**src/hw/rtl/rgq_pkg.sv**
```systemverilog
// Shared types and constants for the ratio graph query engine.
`default_nettype none
package rgq_pkg;

    localparam int unsigned NODES    = 32;
    localparam int unsigned NODE_W   = 5;
    localparam logic [31:0] ONE_Q16  = 32'h0001_0000;

    typedef enum logic [1:0] {
        OP_CLEAR = 2'd0,
        OP_ADD   = 2'd1,
        OP_QUERY = 2'd2,
        OP_NOP   = 2'd3
    } t_op;

    typedef enum logic [2:0] {
        ST_OK      = 3'd0,
        ST_FULL    = 3'd1,
        ST_UNKNOWN = 3'd2,
        ST_UNREACH = 3'd3,
        ST_WALK    = 3'd4
    } t_status;

    typedef struct packed {
        logic [1:0]        operation;
        logic [NODE_W-1:0] node_a;
        logic [NODE_W-1:0] node_b;
        logic [31:0]       weight;
    } t_in_item;

    typedef struct packed {
        logic [2:0]  status;
        logic [31:0] ratio;
    } t_out_item;

    typedef struct packed {
        logic [NODE_W-1:0] from_node;
        logic [NODE_W-1:0] to_node;
        logic [31:0]       wt;
    } t_edge;

    typedef enum logic [3:0] {
        S_IDLE,
        S_DIV,
        S_QSCAN,
        S_QPICK,
        S_ERD,
        S_ECHK,
        S_EUPD,
        S_QEND,
        S_FIN
    } t_state;

endpackage
`default_nettype wire

```
**src/hw/rtl/rgq_mulsat.sv**
```systemverilog
// Registered Q16.16 multiplier with saturation after the product register.
`default_nettype none
module rgq_mulsat
    import rgq_pkg::*;
(
    input  wire logic        i_clk,
    input  wire logic [31:0] i_a,
    input  wire logic [31:0] i_b,
    output logic [31:0]      o_p
);

    logic [63:0] r_prod;

    always_ff @(posedge i_clk) begin
        r_prod <= 64'(i_a) * 64'(i_b);
    end

    assign o_p = (|r_prod[63:48]) ? 32'hFFFF_FFFF : r_prod[47:16];

endmodule
`default_nettype wire

```
**config.mk**
```make
export PLATFORM = sky130hd
export DESIGN_NAME = rgq_mulsat
export DESIGN_NICKNAME = d
export VERILOG_FILES = /design/src/hw/rtl/rgq_pkg.sv /design/src/hw/rtl/rgq_mulsat.sv
export SDC_FILE = /design/constraint.sdc
export NUM_CORES = 2
export LEC_CHECK = 0
export BUFFER_PORTS_ARGS = -buffer_cell sky130_fd_sc_hd__buf_2
export CAP_MARGIN = 20
export CORE_MARGIN = 2
export CORE_UTILIZATION = 25
export CTS_CLUSTER_DIAMETER = 100
export DETAILED_ROUTE_END_ITERATION = 8
export GPL_ROUTABILITY_DRIVEN = 0
export PLACE_DENSITY = 0.5
export SKIP_CTS_REPAIR_TIMING = 1
export SYNTH_ARGS = -nofsm -noshare
export SYNTH_HDL_FRONTEND = slang
export SYNTH_SLANG_ARGS = --single-unit
```
**constraint.sdc**
```tcl
create_clock -name i_clk -period 14.9 [get_ports i_clk]
set_input_delay 1.49 -clock i_clk [delete_from_list [all_inputs] [get_ports i_clk]]
set_output_delay 1.49 -clock i_clk [all_outputs]
set_load 0.05 [all_outputs]
```
* Word-level counts from Yosys, hierarchy flattened
Cells that the tools add are included. Widths: inputs -> output; s select.
Word-level totals: output and inout port bits 32, flip-flop bits (word level) 64, input port bits 65
Operators by class: multiplexer cells 1, multiply operators 1, reduce and logical (&&, ||, !) cells 1
Operators by type and width (count):
- $mul 32x32->64 | 1
- $mux 32 | 1
- $reduce_or 16->1 | 1

* Logic depth before layout (Yosys ltp)
depth in word-level cells 2, mapped depth 29, mapped depth without buffers 27

* Worst setup path before layout
Ideal clock, no wire load.
kind input to register, start point in i_a[25], end point reg r_prod[51], stages on the path 25, data arrival time 7.905 ns, path slack 6.865 ns, cells stage by stage clkbuf_1 nand2_1 fa_1 inv_1 fa_1 inv_1 fa_1 inv_1 fa_1 fa_1 fa_1 fa_1 inv_1 fa_1 inv_1 ha_1 clkbuf_1 a21o_1 a221oi_2 o31ai_1 a221oi_2 o21ai_2 a21oi_1 o31ai_1 xor2_1
Between the ends: longest elaborated chain between the ends 1
Ends and longest elaborated chain:
- start, declared | RTL line rgq_mulsat.sv:7 | input wire logic [31:0] i_a,
- $mul 32x32->64 | RTL line rgq_mulsat.sv:15 | r_prod <= 64'(i_a) * 64'(i_b);
- end signal, assigned | RTL line rgq_mulsat.sv:15
- end, declared | RTL line rgq_mulsat.sv:12 | logic [63:0] r_prod;
No other way between the ends.

* Worst setup path in the final report
start point in i_a[17], end point reg r_prod[51]
Same word-level chain as after synthesis.

==> out/qor.yml <==
status: "complete, no violations"
cts.path.max_buffers: 2
slew_headroom_pct: 40.7
reg_top3: "r_prod: 48 flops"
critPathArrivalTime_ns: 9.07
dr_total_vias: 24100
synth_seq_cells: 48
final_util_pct: 26.7
crit_required_ns: 15.10
crit_top_cell: "fa_1"
track_usage_pct: 14.3
path_cells: "buf_2, and2_1, fa_1, inv_1, fa_1, fa_1, fa_1, inv_1, fa_1, fa_1, fa_1, fa_1, ha_1, a21o_1, a21o_1, a21oi_1, nand3b_1, o22ai_1, o21ai_2, a21oi_1, o31ai_1, xor2_1"
highest_layer: "met5"
crit_type: "in2reg"
setup_viol_count_final: 0
ff_latch_area_um2: 961
yosysWarnings: 0
initial_core_util_pct: 25.1
crit_path_top_delay_cell: "o22ai_1"
antenna_found_initial: 14
drtIter0Drc: 1081
synthToLayoutAreaGrowth_pct: 6.30
clock_sinks: 48
crit_family: "adder cells"
largest_reg_flops: 48
clk_pin_slew_ns: 0.08
cts_tree: "built"
n_fill_cell: 14900
top_register: "r_prod"
cp.depth: 22
hold_path.class: "in2reg"
portBuffers: 96
end_kind: "flip-flop"
ys_types: 70
drtAntennaViolNets: 0
crit_fanout: 32
async_flop_share_pct: 0
hold_depth: 8
synthFlopType: "dfxtp_1"
layout.nets: 4875
holdCritStartpoint: "i_a[0]"
io_pins: 97
synth_edf_count: 0
multi_input_area_um2: 29400
wirelength_met1_um: 41000
core_um2: 137000
routed_wl_um: 96600
fp.dieW_um: 375
grt_pass1_wl_um: 156000
worst_pin_slew_ns: 0.889
fp.dieArea_um2: 141000
synth_area_um2: 34400
worst_setup_path_start_kind: "primary input"
setup_tns_ns: 0
hold_violations: 0
path_buf_inv: 3
fmax_ghz: 0.113
hpwl_um: 78800
cts_buffers: 5
detail_route.first_pass.iterations: 7
avgRoutedWirePerCell_um: 17.7
grt.overflow.total: 0
drive_above_1_share_pct: 4.92
crit_start: "i_a[17]"
fin_crit_ns: 8.87
hold_end: "r_prod[19]"
fin_crit_sh_pct: 59.5
rows: 136
htree_levels: 2
drv_slew: 0
syn-num-nets: 4975
wl_met3_um: 2920
grt_max_degree: 33
drc_errors: 0
yosysSeqAreaShare_pct: 2.79
syn_area_per_cell_um2: 9.17
rsz0062_at_grt: "false"
met2_length_um: 49700
via_per_inst: 4.41
fp.dieH_um: 375
postSynthCellCount: 3755
cpPeakStageDelay_ns: 0.68
root_buffer: "clkbuf_16"
drv_cap: 0
grt_pass1_vias: 26700
==> placed cells by master, fill, tap and decap left out, types with 2 or more instances in the layout <==
cell,instances
a211oi_1,3
a211oi_2,2
a21o_1,28
a21oi_1,63
a21oi_2,5
a221oi_2,2
a31oi_1,2
a32oi_1,2
and2_1,598
and3_1,5
and4_1,3
buf_2,96
buf_4,15
clkbuf_16,5
dfxtp_1,48
diode_2,3
fa_1,895
ha_1,260
inv_1,868
nand2_1,481
nand2b_1,5
nand3_1,8
nand3b_1,2
nand4_1,22
nor2_1,31
nor2b_1,6
nor3_1,10
nor4_1,5
o211ai_1,7
o21a_1,8
o21ai_0,20
o21ai_1,11
o21bai_1,11
o221a_2,4
o31ai_1,4
or2_2,32
or3_1,4
xnor2_1,30
xor2_1,21
==> synthesized netlist by cell type, types with 3 or more instances <==
library cell  number  area (um^2)
xnor2_1           30          263
a21oi_1           63          315
o31ai_1            4         30.0
and2_1           598         3740
nand2b_1           5         31.3
xor2_1            21          184
nor2_1            31          116
and3_1             5         31.3
nor3_1            10         50.1
and4_1             3         26.3
a211oi_1           3         22.5
dfxtp_1           48          961
o21bai_1          11         82.6
nor2b_1            6         37.5
buf_2             11         55.1
o21ai_0           20          100
inv_1            868         3260
clkbuf_1         203          762
o221a_2            4         45.0
nand4_1           22          138
nand3_1            8         40.0
o21ai_1           11         55.1
a21o_1            28          210
o21a_1             8         60.1
o211ai_1           7         52.6
nand2_1          481         1810
fa_1             895        17900
a21oi_2            5         43.8
nor4_1             5         31.3
or2_2             32          200
ha_1             260         3250
or3_1              4         25.0
==> layout make-up <==
type / instances / area share (%)
Antenna cell: 3 / 0.0205
Clock buffer: 5 / 0.342
Clock inverter: 3 / 0.126
Inverter: 868 / 8.90
Multi-Input combinational cell: 2621 / 80.2
Sequential cell: 48 / 2.63
Tap cell: 1794 / 6.13
Timing Repair Buffer: 111 / 1.62
==> worst max-delay path by stage <==
stage / to / slack, ns
2_1_floorplan: r_prod[51] / 6.86
3_3_place_gp: r_prod[51] / 5.78
3_5_place_dp: r_prod[51] / 5.72
4_1_cts: r_prod[51] / 6.06
5_1_grt: r_prod[51] / 5.71
6_report: r_prod[51] / 6.03
==> kinds of logic after synthesis <==
logic type               share of synthesized area (%)
AO/OA/AOI/OAI                                     4.02
XOR/XNOR                                          1.30
adder cells (fa/ha/maj)                           61.5
buffers and inverters                             11.9
flip-flops                                        2.79
multiplexers                                    0.0327
AND/OR/NAND/NOR                                   18.4
==> worst min-delay path: stages <==
cell	delay [ns]
buf_2	0.10
buf_4	0.26
nand4_1	0.16
o21ai_1	0.12
nand2_1	0.09
a211oi_2	0.09
nor2b_1	0.22
xnor2_1	0.11
==> per-stage QoR <==
stage	setup WS, ns	hold slack, ns	cells	instance area [um^2]
3_3_place_gp	5.78	2.13	5442	36400
6_report	6.03	2.41	5453	36600
2_1_floorplan	6.86	1.99	3755	34400
3_5_place_dp	5.72	2.13	5442	36400
5_1_grt	5.71	2.47	5451	36600
4_1_cts	6.06	2.39	5450	36600
==> layer usage <==
metal | up-vias | GRT usage (%)
li1 | 10600 | -
met1 | 12800 | 18.5
met2 | 459 | 25.5
met3 | 131 | 1.07
met4 | 2 | 3.62
met5 | - | 0
Power is not shown: default switching activity piles up to over one toggle a cycle in this logic, so the estimate is an artifact.
