**src/hw/rtl/rgq_pkg.sv**
```systemverilog
// Shared types and constants for the ratio graph query engine.
`default_nettype none
package rgq_pkg;

    localparam int unsigned NODES    = 32;
    localparam int unsigned NODE_W   = 5;
    localparam logic [31:0] ONE_Q16  = 32'h0001_0000;

    typedef enum logic [1:0] {
        OP_CLEAR = 2'd0,
        OP_ADD   = 2'd1,
        OP_QUERY = 2'd2,
        OP_NOP   = 2'd3
    } t_op;

    typedef enum logic [2:0] {
        ST_OK      = 3'd0,
        ST_FULL    = 3'd1,
        ST_UNKNOWN = 3'd2,
        ST_UNREACH = 3'd3,
        ST_WALK    = 3'd4
    } t_status;

    typedef struct packed {
        logic [1:0]        operation;
        logic [NODE_W-1:0] node_a;
        logic [NODE_W-1:0] node_b;
        logic [31:0]       weight;
    } t_in_item;

    typedef struct packed {
        logic [2:0]  status;
        logic [31:0] ratio;
    } t_out_item;

    typedef struct packed {
        logic [NODE_W-1:0] from_node;
        logic [NODE_W-1:0] to_node;
        logic [31:0]       wt;
    } t_edge;

    typedef enum logic [3:0] {
        S_IDLE,
        S_DIV,
        S_QSCAN,
        S_QPICK,
        S_ERD,
        S_ECHK,
        S_EUPD,
        S_QEND,
        S_FIN
    } t_state;

endpackage
`default_nettype wire

```
**src/hw/rtl/rgq_recip.sv**
```systemverilog
// Bit-serial reciprocal unit: floor(2^32 / d), saturated to 32 bits.
`default_nettype none
module rgq_recip
    import rgq_pkg::*;
(
    input  wire logic        i_clk,
    input  wire logic        i_rst_n,
    input  wire logic        i_start,
    input  wire logic [31:0] i_divisor,
    output logic             o_done,
    output logic [31:0]      o_quot
);

    logic        r_busy;
    logic        r_done;
    logic [5:0]  r_cnt;
    logic [31:0] r_rem;
    logic [32:0] r_q;
    logic [31:0] r_d;
    logic [32:0] n_shift;
    logic        n_ge;

    // remainder stays below the divisor, so 32 bits plus the shifted-in bit suffice
    assign n_shift = {r_rem, r_q[32]};
    assign n_ge    = n_shift >= {1'b0, r_d};

    always_ff @(posedge i_clk) begin
        if (!i_rst_n) begin
            r_busy <= 1'b0;
            r_done <= 1'b0;
            r_cnt  <= '0;
        end else begin
            r_done <= r_busy && (r_cnt == 6'd1);
            if (i_start) begin
                r_busy <= 1'b1;
                r_cnt  <= 6'd33;
            end else if (r_busy) begin
                r_cnt <= r_cnt - 6'd1;
                if (r_cnt == 6'd1) begin
                    r_busy <= 1'b0;
                end
            end
        end
    end

    always_ff @(posedge i_clk) begin
        if (i_start) begin
            r_rem <= '0;
            r_q   <= 33'h1_0000_0000;
            r_d   <= i_divisor;
        end else if (r_busy) begin
            r_rem <= n_ge ? 32'(n_shift - {1'b0, r_d}) : n_shift[31:0];
            r_q   <= {r_q[31:0], n_ge};
        end
    end

    // divisor zero or one leaves the top quotient bit set
    assign o_done = r_done;
    assign o_quot = r_q[32] ? 32'hFFFF_FFFF : r_q[31:0];

endmodule
`default_nettype wire

```
**config.mk**
```make
export PLATFORM = sky130hd
export DESIGN_NAME = rgq_recip
export DESIGN_NICKNAME = d
export VERILOG_FILES = /design/src/hw/rtl/rgq_pkg.sv /design/src/hw/rtl/rgq_recip.sv
export SDC_FILE = /design/constraint.sdc
export NUM_CORES = 1
export LEC_CHECK = 0
export BUFFER_PORTS_ARGS = -buffer_cell sky130_fd_sc_hd__buf_2
export CAP_MARGIN = 20
export CORE_AREA = 8 8 115 117
export CTS_CLUSTER_DIAMETER = 100
export DETAILED_ROUTE_END_ITERATION = 10
export DIE_AREA = 0 0 123 125
export GPL_ROUTABILITY_DRIVEN = 0
export PLACE_DENSITY = 0.78
export SYNTH_ARGS = -nofsm -noshare
export SYNTH_HDL_FRONTEND = slang
export SYNTH_SLANG_ARGS = --single-unit
```
**constraint.sdc**
```tcl
create_clock -name i_clk -period 2.63 [get_ports i_clk]
set_input_delay 0.3945 -clock i_clk [delete_from_list [all_inputs] [get_ports i_clk]]
set_output_delay 0.3945 -clock i_clk [all_outputs]
set_load 0.05 [all_outputs]
```
# After elaboration in Yosys (flattened, before gate mapping)
# Cells that the tools add are included.
[word_totals] regBits=105 output_inout_bits=33 word_cells=22
[classes] add_sub_neg=2 order_cmp=1 eq_ne=1 n_mux=7 bitwise_logic=1 n_reduce_logical=3
[ops] operator="two-way mux 32 bit" n=2
[ops] operator=">= comparator 33 x 32 -> 1 bit" n=1
[ops] operator="subtractor 32 bit" n=1
[ops] operator="two-way mux 6 bit" n=2
[ops] operator="equality test 6 x 1 -> 1 bit, second input constant" n=1
[ops] operator="subtractor 6 x 1 -> 6 bit, second input constant" n=1
[ops] operator="two-way mux 1 bit" n=3
[ops] operator="nonzero test 2 bit" n=1
[ops] operator="OR reduction 2 bit" n=1
[ops] operator="logical AND 1 bit" n=1
[ops] operator="NOT 1 bit" n=1

# Logic depth before layout (Yosys ltp)
[logic_depth] ltp_word=4 depth_mapped=13

# Worst setup path before layout
# No wires, ideal clock.
[synth_timing] kind="flip-flop to flip-flop" from="register r_d[4]" to="register r_rem[26]" t_arrival_ns=2.554 t_required_ns=2.510 setup_slack_ns=-0.043 stages_incl_launch_ff=13 path_buffers=1 period_less_slack_ns=2.673 cell_sequence="edfxtp_1 > inv_1 > ha_1 > a211oi_1 > nor2_1 > a311oi_4 > o31ai_4 > a311oi_2 > o21ai_1 > o21ai_2 > buf_4 > nor3_1 > a211o_1"
[synth_between] elab_chain_len=2
[synth_lines] element="start, declared" line_no="rgq_recip.sv:19" text="logic [31:0] r_d;"
[synth_lines] element="start signal, assigned" line_no="rgq_recip.sv:50" text="r_d <= i_divisor;"
[synth_lines] element="subtractor 32 bit / >= comparator 33 x 32 -> 1 bit (equally long branches)" line_no="rgq_recip.sv:52, rgq_recip.sv:25"
[synth_lines] element="two-way mux 32 bit *" line_no="rgq_recip.sv:52" text="r_rem <= n_ge ? 32'(n_shift - {1'b0, r_d}) : n_shift[31:0];"
[synth_lines] element="end signal, assigned" line_no="rgq_recip.sv:52"
[synth_lines] element="end, declared" line_no="rgq_recip.sv:17" text="logic [31:0] r_rem;"
# Every way passes the cells marked *; elsewhere a longest branch is shown, timed or not.
# A chain may end at the register's enable or synchronous reset.

# Worst setup path after layout
[layout_timing] from="register r_d[4]" to="register r_rem[12]"
# The elaborated chain is that of the path after synthesis.

==> flow_summary.toml <==
[run_status]
outcome = "finished, violations left"
violations = "negative setup slack"

[sta]
maxSlewHeadroom_pct = 63.5
rsz0062_at_grt = "true"
report.final.slew_viol_count = 0
post-route-period-util_pct = 107
finClkSkew_ns = 0.0101
tightestPinTransition_ns = 0.547
fin_crit_ns = 2.82
fmax_mhz = 355
holdWs_ns = 0.207
finalSetupViolCount = 33
worst_slack_ns = -0.191
hold_violations = 0

[die]
start_util_pct = 51.0
core_um2 = 11600
io_pins = 68
fp.dieH_um = 125
die_w_um = 123
core.rowCount = 40
die_area_um2 = 15400

[finish]
utilization_pct = 68.8
finalNetCount = 886
postLayoutCellArea_um2 = 7990
multi_input_area_um2 = 3540
n_fill_cell = 838
syn2layout_area_growth_pct = 34.8
drive_gt1_share_pct = 37.0
seq_area_um2 = 2430
antenna_cells = 0

[worst_setup_path]
cp_num_buf_inv = 4
cpLargestDelayFamily = "compound AO/OA/AOI/OAI gates"
path_class = "flip-flop to flip-flop"
crit_arrival_ns = 3.10
worst_path_max_delay_cell = "edfxtp_1"
end_kind = "flip-flop"
crit_chain = "inv_2, ha_4, a211oi_2, nor2_2, a311oi_4, o31ai_4, a311oi_4, buf_4, o21ai_4, o21ai_4, buf_4, buf_6, a21oi_1, a211oi_1"
critPathRequiredTime_ns = 2.91
slowest_delay_ns = 0.39
startpoint_type = "flip-flop"
path_max_fanout = 5

[clock_tree]
cts_buffer_depth = 2
clk_latency_ns = 0.36
h-tree-depth = 3
cts_tree = "done"
cts_buffers = 9
cts.sinks = 105
path_clk_slew_ns = 0.08
cts_root_buffer = "clkbuf_16"

[synthesis]
yosysWarnings = 0
synth_top_cell_area_share_pct = 24.7
synth.area.top_cells = "dfxtp_1, edfxtp_1, mux2i_1"
synthArstFlopShare_pct = 0
synth_cell_types = 49
ys_ff_latch = 105
synth_fp_nets = 723
synth_seq_area_share_pct = 40.9
syn_area_um2 = 5930
yosys_most_used_dff = "dfxtp_1"
synth-edff-count = 32
postSynthAreaPerCell_um2 = 9.07
synth_top_area_cell = "dfxtp_1"
syn_inst = 653

[global_route]
grt_pass1_vias = 5587
grt_usage_pct = 20.6
grt_pass1_wl_mm = 26.1
grt_remaining_overflow = 0
grt_max_degree = 51
antenna_found_initial = 0

[placement]
placed_area_um2 = 7020
portBuffers = 67
pre_cts_ws_ns = -0.185
place_hpwl_mm = 10.5

[power_and_ir_drop]
leakagePower_uw = 0.00348
peakVddDrop_mv = 0.432
p_per_area_nw_per_um2 = 625

[detailed_routing]
drc = 0
detail_route.vias_per_cell = 5.67
postRouteAntennaNets = 0
drt_first_pass_iters = 5
vias = 5493
routedWlPerCell_um = 17.1
drt-total-wl_mm = 16.6
drt_iter0_markers = 340

[flow_run]
maxCapViolCount = 0

[worst_hold_path]
hold_path.class = "input pin to flip-flop"
[power by group]
part	internal (uW)	switching (uW)
clock	711	631
combinational	836	988
sequential	1770	64.1
[worst paths after layout]
kind            startpoint        end  slack (ns)  cells after the start
max reg2reg         r_d[4]  r_rem[12]       -0.19                     14
max                 r_d[4]  r_rem[12]       -0.19                     14
min          i_divisor[15]    r_d[15]        0.21                      1
min reg2reg         r_busy     o_done        0.48                      2
[stage by stage]
step                      power [uW]  std cells  setup TNS, ns
after floorplan                 2830        653              0
after global placement          3270        925          -1.20
after detailed placement        3320        925          -3.64
after CTS                       4870        955          -1.64
after global routing            5220        968          -9.53
final                           5000        968          -4.88
[layer usage]
layer	track usage (%)	vias to the layer above	part of all wire (%)
li1	-	2623	-
met1	24.6	2579	41
met2	33.2	235	48
met3	5.99	56	7.8
met4	9.64	0	3.2
met5	0	-	0
[cells by family (layout without fill, tap and decap cells)]
kind of cell               after synthesis  after routing  share of synthesized area [%]
AOI/OAI and AO/OA                      158            158                           18.4
xor gates and xnor gates                30             30                           4.43
adders and majority gates               35             35                           7.52
buffers and inverters                   80            248                           5.45
DFF                                    105            105                           40.9
muxes                                   47             47                           7.94
and+or+nand+nor                        198            198                           15.4
[final cells by class]
class | count | share of cell area, %
sequential | 105 | 30.4
inverter | 47 | 2.21
clock buffer | 10 | 3.13
clock inverter | 6 | 0.580
multi-input combinational | 468 | 44.3
tap | 147 | 2.30
timing repair buffer | 185 | 17.0
[synthesized netlist by cell type, types with 8 or more instances]
master,count
a211oi_1,29
a21o_1,17
a21oi_1,48
clkbuf_1,24
dfxtp_1,73
edfxtp_1,32
ha_1,34
inv_1,46
mux2i_1,47
nand2_1,40
nor2_1,82
nor3_1,13
o211ai_1,8
o21ai_0,12
or2_2,33
xnor2_1,22
xor2_1,8
[registers in the layout, indices dropped and copies added, names as in the netlist]
register and count:
o_done 1, r_busy 1, r_cnt 6, r_d 32, r_q 33, r_rem 32
[layout by cell type, fill, tap and decap left out, types with 3 or more instances in the layout]
cell type,instances
nor2_1,81
a31oi_1,4
a21o_1,17
clkbuf_16,11
buf_12,4
a211oi_2,9
and3_4,3
xnor2_1,22
buf_2,66
ha_1,27
buf_4,106
o21bai_1,6
ha_4,5
nor4_1,3
or3_1,5
o21ai_4,4
a211o_1,4
or2_2,33
a21oi_2,15
o31a_1,3
inv_2,3
o21ai_0,5
nand2_1,38
nand4_1,6
buf_6,4
mux2i_1,46
a21oi_1,32
nand3_1,5
o211ai_1,8
o21a_1,3
and3_1,3
inv_1,43
dfxtp_1,71
o21ai_1,8
a211oi_1,20
xor2_1,8
edfxtp_1,32
nor3_1,9
[what timing repair did]
| item | 4_1_cts | 5_1_grt |
|---|---|---|
| gates resized for setup | 58 | 31 |
| setup endpoints to repair | 33 | 33 |
| pin swaps | 46 | 21 |
| hold buffers | 0 | 0 |
| buffers inserted | 12 | 12 |
| gates cloned | 2 | 1 |
No activity file was read; power rests on OpenSTA's default activity.
